--- src/rtl/tfc_pkg.sv ---
package tfc_pkg;

    localparam int SRC_COLS   = 32;
    localparam int LINE_WORDS = 2 * SRC_COLS;

    localparam int TEMP_W  = 16;
    localparam int CFG_W   = 14;
    localparam int ROW_W   = 5;
    localparam int COL_W   = 5;
    localparam int ADDR_W  = 12;
    localparam int COLOR_W = 16;

    localparam logic signed [TEMP_W-1:0] MIN_START = 16'sd4800;
    localparam logic signed [TEMP_W-1:0] MAX_START = -16'sd640;

    localparam logic signed [CFG_W-1:0] COLOR_LOW_RESET  = 14'sd432;
    localparam logic signed [CFG_W-1:0] COLOR_HIGH_RESET = 14'sd544;

    // normalized value n has 12 fraction bits, range 0..4096
    localparam int NORM_FRAC_W = 12;
    localparam int NORM_W      = NORM_FRAC_W + 1;
    localparam logic [NORM_W-1:0] NORM_ONE = NORM_W'(1 << NORM_FRAC_W);
    localparam int MAG_W       = 14;
    localparam int DIFF_W      = TEMP_W + 1;
    localparam int DEN_W       = CFG_W + 1;

    localparam int DIV_BITS_PER_CYCLE = 3;
    localparam int DIV_CYCLES = NORM_FRAC_W / DIV_BITS_PER_CYCLE;
    localparam int DIV_CNT_W  = $clog2(DIV_CYCLES);

    localparam int Q_DEPTH = 2;
    localparam int Q_PTR_W = $clog2(Q_DEPTH);

    localparam int BEAT_W = 3;
    localparam logic [BEAT_W-1:0] BEAT_LAST_WRITE = 3'd3;
    localparam logic [BEAT_W-1:0] BEAT_STATS      = 3'd4;

    localparam logic KIND_WRITE = 1'b0;
    localparam logic KIND_STATS = 1'b1;

    // colormap segment boundaries in 1/4096 units
    localparam logic [NORM_W-1:0] SEG_A = 13'd512;
    localparam logic [NORM_W-1:0] SEG_B = 13'd1536;
    localparam logic [NORM_W-1:0] SEG_C = 13'd2560;
    localparam logic [NORM_W-1:0] SEG_D = 13'd3584;

    typedef enum logic [0:0] {
        REG_COLOR_LOW  = 1'b0,
        REG_COLOR_HIGH = 1'b1
    } cfg_reg_t;

    typedef enum logic [1:0] {
        NC_ZERO,
        NC_FULL,
        NC_DIVIDE
    } norm_class_t;

    typedef enum logic [1:0] {
        BK_IDLE,
        BK_DIV,
        BK_MAP,
        BK_EMIT
    } back_state_t;

    typedef struct packed {
        logic signed [TEMP_W-1:0] temperature;
        logic [ROW_W-1:0]         src_row;
        logic [COL_W-1:0]         src_col;
        logic                     frame_end;
    } tfc_in_t;

    typedef struct packed {
        logic                     kind;
        logic [ADDR_W-1:0]        address;
        logic [COLOR_W-1:0]       color;
        logic signed [TEMP_W-1:0] frame_min;
        logic signed [TEMP_W-1:0] frame_max;
        logic                     last;
    } tfc_out_t;

    typedef struct packed {
        norm_class_t              nclass;
        logic [MAG_W-1:0]         num_mag;
        logic [MAG_W-1:0]         den_mag;
        logic [ROW_W-1:0]         src_row;
        logic [COL_W-1:0]         src_col;
        logic                     frame_end;
        logic signed [TEMP_W-1:0] frame_min;
        logic signed [TEMP_W-1:0] frame_max;
    } q_entry_t;

    typedef struct packed {
        logic full;
        logic empty;
    } q_status_t;

    function automatic logic [COLOR_W-1:0] jet565(input logic [NORM_W-1:0] n);
        logic [7:0]        r;
        logic [7:0]        g;
        logic [7:0]        b;
        logic [NORM_W-1:0] m;
        logic [20:0]       p;
        logic [20:0]       p2;
        r  = '0;
        g  = '0;
        b  = '0;
        m  = '0;
        p  = '0;
        p2 = '0;
        if (n < SEG_A) begin
            p = 21'(n) * 21'd127;
            b = 8'd128 + 8'(p >> 9);
        end else if (n < SEG_B) begin
            m = n - SEG_A;
            p = 21'(m) * 21'd255;
            g = 8'(p >> 10);
            b = 8'd255;
        end else if (n < SEG_C) begin
            m  = n - SEG_B;
            p  = 21'(m) * 21'd255;
            p2 = 21'(SEG_C - n) * 21'd255;
            r  = 8'(p >> 10);
            g  = 8'd255;
            b  = 8'(p2 >> 10);
        end else if (n < SEG_D) begin
            p = 21'(SEG_D - n) * 21'd255;
            r = 8'd255;
            g = 8'(p >> 10);
        end else begin
            m = n - SEG_D;
            p = 21'd130560 - 21'(m) * 21'd128;
            r = 8'(p >> 9);
        end
        return {r[7:3], g[7:2], b[7:3]};
    endfunction

endpackage

--- src/rtl/thermal_frame_colorizer.sv ---
// Thermal pixel colorizer. Each input beat is one sensor pixel; it yields four
// framebuffer write beats (a mirrored 2x2 block, address order dy,dx = 00, 01,
// 10, 11) colored with the jet map in RGB565, plus a statistics beat carrying
// the frame's min and max temperature after a pixel marked frame_end. The
// front end classifies the pixel against the color window and tracks min/max,
// then hands it through a two-entry queue to the back end. The back end owns
// the normalizing divider (3 quotient bits per cycle), a colormap step and the
// output register, and takes one pixel at a time: it loads the pixel, divides,
// maps the color and emits the four writes, then the statistics beat if any;
// a value that clamps skips the division, and output stalls hold the writes.
// Write color_low and color_high only while no pixel is in flight.
module thermal_frame_colorizer (
    input  logic                                aclk,
    input  logic                                aresetn,
    input  logic                                s_valid,
    output logic                                s_ready,
    input  tfc_pkg::tfc_in_t                    s_data,
    output logic                                m_valid,
    input  logic                                m_ready,
    output tfc_pkg::tfc_out_t                   m_data,
    input  logic                                cfg_wr_en,
    input  logic [0:0]                          cfg_index,
    input  logic [tfc_pkg::CFG_W-1:0]           cfg_data
);

    logic signed [tfc_pkg::CFG_W-1:0] color_low_reg, color_low_next;
    logic signed [tfc_pkg::CFG_W-1:0] color_high_reg, color_high_next;

    tfc_pkg::q_status_t q_status;
    tfc_pkg::q_entry_t  push_data;
    tfc_pkg::q_entry_t  pop_data;
    logic               push;
    logic               pop;

    always_comb begin
        color_low_next  = color_low_reg;
        color_high_next = color_high_reg;
        if (cfg_wr_en) begin
            unique case (cfg_index)
                tfc_pkg::REG_COLOR_LOW:  color_low_next  = cfg_data;
                tfc_pkg::REG_COLOR_HIGH: color_high_next = cfg_data;
                default: ;
            endcase
        end
    end

    always_ff @(posedge aclk) begin
        if (!aresetn) begin
            color_low_reg  <= tfc_pkg::COLOR_LOW_RESET;
            color_high_reg <= tfc_pkg::COLOR_HIGH_RESET;
        end else begin
            color_low_reg  <= color_low_next;
            color_high_reg <= color_high_next;
        end
    end

    tfc_front u_front (
        .aclk       (aclk),
        .aresetn    (aresetn),
        .s_valid    (s_valid),
        .s_ready    (s_ready),
        .s_data     (s_data),
        .color_low  (color_low_reg),
        .color_high (color_high_reg),
        .q_status   (q_status),
        .push       (push),
        .push_data  (push_data)
    );

    tfc_queue u_queue (
        .aclk      (aclk),
        .aresetn   (aresetn),
        .push      (push),
        .push_data (push_data),
        .pop       (pop),
        .pop_data  (pop_data),
        .q_status  (q_status)
    );

    tfc_back u_back (
        .aclk     (aclk),
        .aresetn  (aresetn),
        .q_status (q_status),
        .pop_data (pop_data),
        .pop      (pop),
        .m_valid  (m_valid),
        .m_ready  (m_ready),
        .m_data   (m_data)
    );

endmodule

--- src/rtl/tfc_front.sv ---
module tfc_front (
    input  logic                                  aclk,
    input  logic                                  aresetn,
    input  logic                                  s_valid,
    output logic                                  s_ready,
    input  tfc_pkg::tfc_in_t                      s_data,
    input  logic signed [tfc_pkg::CFG_W-1:0]      color_low,
    input  logic signed [tfc_pkg::CFG_W-1:0]      color_high,
    input  tfc_pkg::q_status_t                    q_status,
    output logic                                  push,
    output tfc_pkg::q_entry_t                     push_data
);

    logic signed [tfc_pkg::TEMP_W-1:0] running_min_reg, running_min_next;
    logic signed [tfc_pkg::TEMP_W-1:0] running_max_reg, running_max_next;

    logic signed [tfc_pkg::DIFF_W-1:0] diff;
    logic signed [tfc_pkg::DEN_W-1:0]  den;
    logic [tfc_pkg::DIFF_W-2:0]        diff_mag;
    logic [tfc_pkg::MAG_W-1:0]         den_mag;
    logic signed [tfc_pkg::TEMP_W-1:0] min_now;
    logic signed [tfc_pkg::TEMP_W-1:0] max_now;
    tfc_pkg::norm_class_t              nclass;

    assign s_ready = !q_status.full;
    assign push    = s_valid && s_ready;

    always_comb begin
        diff = {s_data.temperature[tfc_pkg::TEMP_W-1], s_data.temperature}
             - {{(tfc_pkg::DIFF_W-tfc_pkg::CFG_W){color_low[tfc_pkg::CFG_W-1]}}, color_low};
        den  = {color_high[tfc_pkg::CFG_W-1], color_high}
             - {color_low[tfc_pkg::CFG_W-1], color_low};
        diff_mag = diff[tfc_pkg::DIFF_W-1] ? (tfc_pkg::DIFF_W-1)'(-diff)
                                           : (tfc_pkg::DIFF_W-1)'(diff);
        den_mag  = den[tfc_pkg::DEN_W-1] ? tfc_pkg::MAG_W'(-den) : tfc_pkg::MAG_W'(den);

        // quotient sign follows the operand signs; a zero or negative result clamps to 0
        if (den == '0) begin
            nclass = (!diff[tfc_pkg::DIFF_W-1] && diff != '0) ? tfc_pkg::NC_FULL
                                                              : tfc_pkg::NC_ZERO;
        end else if (diff == '0 || diff[tfc_pkg::DIFF_W-1] != den[tfc_pkg::DEN_W-1]) begin
            nclass = tfc_pkg::NC_ZERO;
        end else if (diff_mag >= (tfc_pkg::DIFF_W-1)'(den_mag)) begin
            nclass = tfc_pkg::NC_FULL;
        end else begin
            nclass = tfc_pkg::NC_DIVIDE;
        end

        min_now = (s_data.temperature < running_min_reg) ? s_data.temperature
                                                         : running_min_reg;
        max_now = (s_data.temperature > running_max_reg) ? s_data.temperature
                                                         : running_max_reg;

        push_data.nclass    = nclass;
        push_data.num_mag   = tfc_pkg::MAG_W'(diff_mag);
        push_data.den_mag   = den_mag;
        push_data.src_row   = s_data.src_row;
        push_data.src_col   = s_data.src_col;
        push_data.frame_end = s_data.frame_end;
        push_data.frame_min = min_now;
        push_data.frame_max = max_now;

        running_min_next = running_min_reg;
        running_max_next = running_max_reg;
        if (push) begin
            if (s_data.frame_end) begin
                running_min_next = tfc_pkg::MIN_START;
                running_max_next = tfc_pkg::MAX_START;
            end else begin
                running_min_next = min_now;
                running_max_next = max_now;
            end
        end
    end

    always_ff @(posedge aclk) begin
        if (!aresetn) begin
            running_min_reg <= tfc_pkg::MIN_START;
            running_max_reg <= tfc_pkg::MAX_START;
        end else begin
            running_min_reg <= running_min_next;
            running_max_reg <= running_max_next;
        end
    end

endmodule

--- src/rtl/tfc_queue.sv ---
module tfc_queue (
    input  logic                aclk,
    input  logic                aresetn,
    input  logic                push,
    input  tfc_pkg::q_entry_t   push_data,
    input  logic                pop,
    output tfc_pkg::q_entry_t   pop_data,
    output tfc_pkg::q_status_t  q_status
);

    tfc_pkg::q_entry_t           entry_reg [tfc_pkg::Q_DEPTH];
    logic [tfc_pkg::Q_PTR_W-1:0] wr_ptr_reg, wr_ptr_next;
    logic [tfc_pkg::Q_PTR_W-1:0] rd_ptr_reg, rd_ptr_next;
    logic [tfc_pkg::Q_PTR_W:0]   count_reg, count_next;

    assign q_status.full  = (count_reg == (tfc_pkg::Q_PTR_W+1)'(tfc_pkg::Q_DEPTH));
    assign q_status.empty = (count_reg == '0);
    assign pop_data       = entry_reg[rd_ptr_reg];

    always_comb begin
        wr_ptr_next = wr_ptr_reg;
        rd_ptr_next = rd_ptr_reg;
        count_next  = count_reg;
        if (push) begin
            wr_ptr_next = (wr_ptr_reg == tfc_pkg::Q_PTR_W'(tfc_pkg::Q_DEPTH-1)) ? '0
                                                                                : wr_ptr_reg + 1'b1;
        end
        if (pop) begin
            rd_ptr_next = (rd_ptr_reg == tfc_pkg::Q_PTR_W'(tfc_pkg::Q_DEPTH-1)) ? '0
                                                                                : rd_ptr_reg + 1'b1;
        end
        if (push && !pop) begin
            count_next = count_reg + 1'b1;
        end else if (pop && !push) begin
            count_next = count_reg - 1'b1;
        end
    end

    always_ff @(posedge aclk) begin
        if (push) begin
            entry_reg[wr_ptr_reg] <= push_data;
        end
    end

    always_ff @(posedge aclk) begin
        if (!aresetn) begin
            wr_ptr_reg <= '0;
            rd_ptr_reg <= '0;
            count_reg  <= '0;
        end else begin
            wr_ptr_reg <= wr_ptr_next;
            rd_ptr_reg <= rd_ptr_next;
            count_reg  <= count_next;
        end
    end

endmodule

--- src/rtl/tfc_back.sv ---
module tfc_back (
    input  logic                aclk,
    input  logic                aresetn,
    input  tfc_pkg::q_status_t  q_status,
    input  tfc_pkg::q_entry_t   pop_data,
    output logic                pop,
    output logic                m_valid,
    input  logic                m_ready,
    output tfc_pkg::tfc_out_t   m_data
);

    tfc_pkg::back_state_t            state_reg, state_next;
    tfc_pkg::q_entry_t               ent_reg, ent_next;
    logic [tfc_pkg::MAG_W-1:0]       rem_reg, rem_next;
    logic [tfc_pkg::NORM_FRAC_W-1:0] quo_reg, quo_next;
    logic [tfc_pkg::DIV_CNT_W-1:0]   div_cnt_reg, div_cnt_next;
    logic [tfc_pkg::NORM_W-1:0]      n_reg, n_next;
    logic [tfc_pkg::COLOR_W-1:0]     color_reg, color_next;
    logic [tfc_pkg::BEAT_W-1:0]      beat_reg, beat_next;
    logic                            m_valid_reg, m_valid_next;
    tfc_pkg::tfc_out_t               m_data_reg, m_data_next;

    logic [tfc_pkg::MAG_W-1:0]       step_rem;
    logic [tfc_pkg::NORM_FRAC_W-1:0] step_quo;
    tfc_pkg::tfc_out_t               beat_out;
    logic                            beat_final;

    assign m_valid = m_valid_reg;
    assign m_data  = m_data_reg;

    // restoring division, DIV_BITS_PER_CYCLE quotient bits per cycle; remainder stays below divisor
    always_comb begin
        logic [tfc_pkg::MAG_W:0] r2;
        step_rem = rem_reg;
        step_quo = quo_reg;
        for (int i = 0; i < tfc_pkg::DIV_BITS_PER_CYCLE; i++) begin
            r2 = {step_rem, 1'b0};
            if (r2 >= {1'b0, ent_reg.den_mag}) begin
                r2       = r2 - {1'b0, ent_reg.den_mag};
                step_quo = {step_quo[tfc_pkg::NORM_FRAC_W-2:0], 1'b1};
            end else begin
                step_quo = {step_quo[tfc_pkg::NORM_FRAC_W-2:0], 1'b0};
            end
            step_rem = r2[tfc_pkg::MAG_W-1:0];
        end
    end

    // beat order: (dy,dx) = 00, 01, 10, 11, then statistics on frame end
    always_comb begin
        beat_out = '0;
        if (beat_reg == tfc_pkg::BEAT_STATS) begin
            beat_out.kind      = tfc_pkg::KIND_STATS;
            beat_out.frame_min = ent_reg.frame_min;
            beat_out.frame_max = ent_reg.frame_max;
            beat_out.last      = 1'b1;
        end else begin
            beat_out.kind    = tfc_pkg::KIND_WRITE;
            beat_out.address = ({6'b0, ent_reg.src_row, 1'b0} + {11'b0, beat_reg[1]})
                             * tfc_pkg::ADDR_W'(tfc_pkg::LINE_WORDS)
                             + tfc_pkg::ADDR_W'(2 * (tfc_pkg::SRC_COLS - 1))
                             - {6'b0, ent_reg.src_col, 1'b0}
                             + {11'b0, beat_reg[0]};
            beat_out.color   = color_reg;
            beat_out.last    = (beat_reg == tfc_pkg::BEAT_LAST_WRITE) && !ent_reg.frame_end;
        end
        beat_final = (beat_reg == tfc_pkg::BEAT_STATS)
                  || ((beat_reg == tfc_pkg::BEAT_LAST_WRITE) && !ent_reg.frame_end);
    end

    always_comb begin
        state_next   = state_reg;
        ent_next     = ent_reg;
        rem_next     = rem_reg;
        quo_next     = quo_reg;
        div_cnt_next = div_cnt_reg;
        n_next       = n_reg;
        color_next   = color_reg;
        beat_next    = beat_reg;
        m_valid_next = m_valid_reg;
        m_data_next  = m_data_reg;
        pop          = 1'b0;

        if (m_valid_reg && m_ready) begin
            m_valid_next = 1'b0;
        end

        unique case (state_reg)
            tfc_pkg::BK_IDLE: begin
                if (!q_status.empty) begin
                    pop          = 1'b1;
                    ent_next     = pop_data;
                    rem_next     = pop_data.num_mag;
                    quo_next     = '0;
                    div_cnt_next = '0;
                    unique case (pop_data.nclass)
                        tfc_pkg::NC_DIVIDE: begin
                            state_next = tfc_pkg::BK_DIV;
                        end
                        tfc_pkg::NC_FULL: begin
                            n_next     = tfc_pkg::NORM_ONE;
                            state_next = tfc_pkg::BK_MAP;
                        end
                        default: begin
                            n_next     = '0;
                            state_next = tfc_pkg::BK_MAP;
                        end
                    endcase
                end
            end
            tfc_pkg::BK_DIV: begin
                rem_next     = step_rem;
                quo_next     = step_quo;
                div_cnt_next = div_cnt_reg + 1'b1;
                if (div_cnt_reg == tfc_pkg::DIV_CNT_W'(tfc_pkg::DIV_CYCLES - 1)) begin
                    n_next     = {1'b0, step_quo};
                    state_next = tfc_pkg::BK_MAP;
                end
            end
            tfc_pkg::BK_MAP: begin
                color_next = tfc_pkg::jet565(n_reg);
                beat_next  = '0;
                state_next = tfc_pkg::BK_EMIT;
            end
            tfc_pkg::BK_EMIT: begin
                if (!m_valid_reg || m_ready) begin
                    m_valid_next = 1'b1;
                    m_data_next  = beat_out;
                    beat_next    = beat_reg + 1'b1;
                    if (beat_final) begin
                        state_next = tfc_pkg::BK_IDLE;
                    end
                end
            end
            default: begin
                state_next = tfc_pkg::BK_IDLE;
            end
        endcase
    end

    always_ff @(posedge aclk) begin
        if (!aresetn) begin
            state_reg   <= tfc_pkg::BK_IDLE;
            m_valid_reg <= 1'b0;
        end else begin
            state_reg   <= state_next;
            m_valid_reg <= m_valid_next;
        end
    end

    always_ff @(posedge aclk) begin
        ent_reg     <= ent_next;
        rem_reg     <= rem_next;
        quo_reg     <= quo_next;
        div_cnt_reg <= div_cnt_next;
        n_reg       <= n_next;
        color_reg   <= color_next;
        beat_reg    <= beat_next;
        m_data_reg  <= m_data_next;
    end

endmodule

--- config.mk ---
export PLATFORM = sky130hd
export DESIGN_NAME = thermal_frame_colorizer
export DESIGN_NICKNAME = d
export VERILOG_FILES = /design/src/rtl/tfc_pkg.sv /design/src/rtl/thermal_frame_colorizer.sv /design/src/rtl/tfc_front.sv /design/src/rtl/tfc_queue.sv /design/src/rtl/tfc_back.sv
export SDC_FILE = /design/constraint.sdc
export NUM_CORES = 1
export LEC_CHECK = 0
export ABC_AREA = 1
export CAP_MARGIN = 20
export CORE_MARGIN = 4
export CORE_UTILIZATION = 59
export CTS_BUF_LIST = sky130_fd_sc_hd__clkbuf_16
export CTS_CLUSTER_SIZE = 20
export DETAILED_ROUTE_END_ITERATION = 16
export DONT_BUFFER_PORTS = 1
export MAX_ROUTING_LAYER = met4
export PLACE_DENSITY = 0.78
export SKIP_LAST_GASP = 1
export SYNTH_ARGS = -nofsm -noshare
export SYNTH_HDL_FRONTEND = slang
export SYNTH_SLANG_ARGS = --single-unit
--- constraint.sdc ---
create_clock -name aclk -period 5.75 [get_ports aclk]
set_input_delay 1.15 -clock aclk [delete_from_list [all_inputs] [get_ports aclk]]
set_output_delay 1.15 -clock aclk [all_outputs]
set_load 0.01 [all_outputs]
==> flow_metrics.py <==
metrics = {
    "status": {
        "run_status": "finished with violations",
        "failed_checks": "setup timing",
    },
    "global_routing": {
        "grtUsageMet2": 0.462,
        "grt_first_pass_wirelength_um": 111000,
        "grt.met3_usage": 0.0449,
        "gr-usage-all-layers": 0.281,
        "vias_in_the_first_global_route": 21445,
        "antenna_found_initial": 2,
        "grt_overflow": 0,
        "grt_start_max_net_pins": 74,
        "groute.layer.met1.usage": 0.357,
        "top_usage_layer": "met2",
    },
    "setup_path": {
        "critPathCaptureType": "flop",
        "timing.reg2reg.setup_slack_ns": -0.009,
        "required_ns": 6.06,
        "timing.critical_path.mode_cell": "sky130_fd_sc_hd__nand2_1",
        "critical_path_peak_fanout": 6,
        "slowest_delay_ns": 0.47,
        "critical_path.startpoint_type": "flop",
        "critical_path_class": "reg2reg",
        "crit_slowest_cell": "sky130_fd_sc_hd__edfxtp_1",
        "worst_ep_arrival_time_ns": 6.07,
        "ff2ff_path_depth": 38,
    },
    "floorplanning": {
        "die_area_um2": 51300,
        "rows": 79,
        "dieHeight_um": 226,
        "fp.dieW_um": 226,
        "coreArea_um2": 46900,
        "initial_core_util": 0.601,
        "io_count": 111,
    },
    "cells_and_area": {
        "layout-drive-gt1-share": 0.121,
        "flip_flop_count_of_the_largest_register_all_copies_and_words_added": 146,
        "layout_filler_cell_count": 3539,
        "area_growth_syn_to_layout_pct": 13.7,
        "design.final.nets": 3709,
    },
    "logic_synthesis": {
        "postSynthNetCount": 3572,
        "yosysSeqAreaShare": 0.392,
        "synth_edf_count": 322,
        "syn_avg_cell_area_um2": 9.09,
        "synth.top_cell.area_share": 0.343,
        "yosys_register_bits": 390,
        "synth.area.top_cells": "sky130_fd_sc_hd__edfxtp_1, sky130_fd_sc_hd__fa_1, sky130_fd_sc_hd__ha_1, sky130_fd_sc_hd__nand2_1, sky130_fd_sc_hd__inv_1",
        "dominantRegCellSynth": "sky130_fd_sc_hd__edfxtp_1",
        "synth.cell_area_um2": 28200,
        "async_reset_ff_frac": 0,
        "synth_cell_types": 53,
        "synth.most_common_cell": "sky130_fd_sc_hd__nand2_1",
        "syn_inst": 3099,
        "synth_largest_area_cell": "sky130_fd_sc_hd__edfxtp_1",
        "yosysWarningCount": 0,
        "synth.top_cells.by_count": "sky130_fd_sc_hd__nand2_1, sky130_fd_sc_hd__inv_1, sky130_fd_sc_hd__edfxtp_1",
    },
    "clocking": {
        "tritoncts.num_buffers": 42,
        "cts_htree_levels": 2,
        "cts.sink_count": 390,
        "tritoncts": "yes",
        "worst_skew_pair.late_latency_ns": 0.59,
        "cts_hold_repair.buffers": 0,
        "cts_max_path_buffers": 3,
        "clk_transition_reported_paths_ns": 0.07,
        "clock_tree.root_cell": "sky130_fd_sc_hd__clkbuf_16",
    },
    "detailed_routing": {
        "routedWlPerCell_um": 18.5,
        "routed_via_density": 5.58,
        "drt_iter0_drc": 1722,
        "remaining_drc_errors": 0,
        "total_detailed_routing_wirelength_um": 71700,
        "antenna_violating_nets_post_route": 0,
        "drt_first_pass_iters": 7,
        "routed-via-count": 21642,
    },
    "sta": {
        "timing.clock.skew_ns": 0.0293,
        "finalMaxSlewViolations": 0,
        "worstMarginPinSlew_ns": 1.08,
        "slew-limit-headroom": 0.280,
        "clock.fmax_mhz": 174,
        "hold_violations": 0,
        "finalCriticalPeriod_ns": 5.76,
        "post-route-period-util": 1.00,
        "timing.final.ws_setup_ns": -0.00873,
        "rsz0062_at_grt": "yes",
        "final.setup.tns_ns": -0.00873,
        "final-setup-viol-count": 1,
    },
    "place": {
        "gp_routability_congestion": 1.04,
        "portBuffers": 0,
        "dp.final_hpwl_um": 54000,
    },
    "worst_hold_path": {
        "min-delay-path-class": "reg2reg",
        "worst_hold_path.num_cells": 1,
    },
    "flow_run": {
        "max-cap-violations": 0,
    },
}
==> cell families (layout without fill, tap and decap cells) <==
| family | count (synthesis) | in the layout | synth area share |
|---|---|---|---|
| other | 0 | 3 | 0 |
| adder cells (fa/ha/maj) | 426 | 426 | 0.239 |
| AND/OR/NAND/NOR | 1093 | 1094 | 0.158 |
| AO/OA/AOI/OAI | 422 | 422 | 0.0834 |
| buffers and inverters | 632 | 800 | 0.0854 |
| flip-flops | 390 | 390 | 0.392 |
| multiplexers | 1 | 1 | 0.000355 |
| XOR/XNOR | 135 | 135 | 0.0425 |
==> placed cells by master, fill, tap and decap left out, drive strengths merged, types with 6 or more instances in the layout <==
cell / Yosys / final
o31ai: 6 / 6
ha: 240 / 240
buf: 16 / 149
fa: 186 / 186
nand3: 104 / 105
inv: 571 / 582
nand4: 21 / 21
dfxtp: 68 / 68
o21ai: 152 / 152
xnor2: 39 / 39
o21a: 7 / 7
clkinv: 1 / 25
a31oi: 10 / 10
clkbuf: 44 / 43
nand2: 677 / 677
a21oi: 186 / 186
edfxtp: 322 / 322
nor2: 243 / 243
o211ai: 22 / 22
or2: 9 / 9
nor3: 27 / 27
a211oi: 7 / 7
a21o: 9 / 9
xor2: 96 / 96
==> final timing paths <==
check | to | start
max | u_back.rem_reg[8]$_DFFE_PP_ | u_back.rem_reg[2]$_DFFE_PP_
min | flop | u_queue.rd_ptr_reg$_SDFFE_PN0P_
max reg2reg | u_back.rem_reg[8]$_DFFE_PP_ | u_back.rem_reg[2]$_DFFE_PP_
min reg2reg | flop | u_queue.rd_ptr_reg$_SDFFE_PN0P_
==> worst max-delay path: cells and delay by family, from the launching register on <==
family | cells | cell delay (ns)
buffers and inverters | 7 | 0.63
adder cells (fa/ha/maj) | 3 | 0.91
AO/OA/AOI/OAI | 11 | 1.58
flip-flops | 1 | 0.47
AND/OR/NAND/NOR | 17 | 1.89
==> what timing repair did <==
action	CTS	global route
setup buffers	6	49
resized for setup	9	176
setup endpoints to repair	18	23
gates cloned	0	4
pin swaps	6	69
==> per-stage QoR <==
| stage | instance area (µm²) | cells | util | hold slack [ns] | setup slack, ns |
|---|---|---|---|---|---|
| after floorplan | 28200 | 3099 | - | 0.426 | 0.00827 |
| after global placement | 29400 | 3737 | 0.627 | 0.426 | -0.0767 |
| after detailed placement | 29400 | 3737 | 0.627 | 0.451 | -0.227 |
| after CTS | 30800 | 3819 | 0.657 | 0.459 | 0.00240 |
| after global routing | 32000 | 3878 | 0.683 | 0.479 | -0.237 |
| final | 32000 | 3878 | 0.683 | 0.456 | -0.00873 |
==> layout make-up <==
type | count | area, µm² | area share
antenna | 3 | 7.51 | 0.000234
sequential | 390 | 11000 | 0.345
timing repair inverter | 2 | 11.3 | 0.000352
tap | 607 | 759 | 0.0237
multi-input combinational | 2078 | 15500 | 0.485
timing repair buffer | 150 | 1230 | 0.0386
clock buffer | 42 | 1050 | 0.0328
inverter | 572 | 2160 | 0.0675
clock inverter | 34 | 240 | 0.00750
==> metal layers <==
metal  vias to the layer above  part of all wire  wire length [µm]
met2                       792              0.49             35200
met1                     10434              0.41             29100
met4                         0             0.036              2590
met5                         -                 0                 0
li1                      10245                 -                 -
met3                       171             0.068              4880
Power is left out: the tool's default activity adds up to more than one toggle a clock period on the data nets, which glitch-free logic cannot reach.
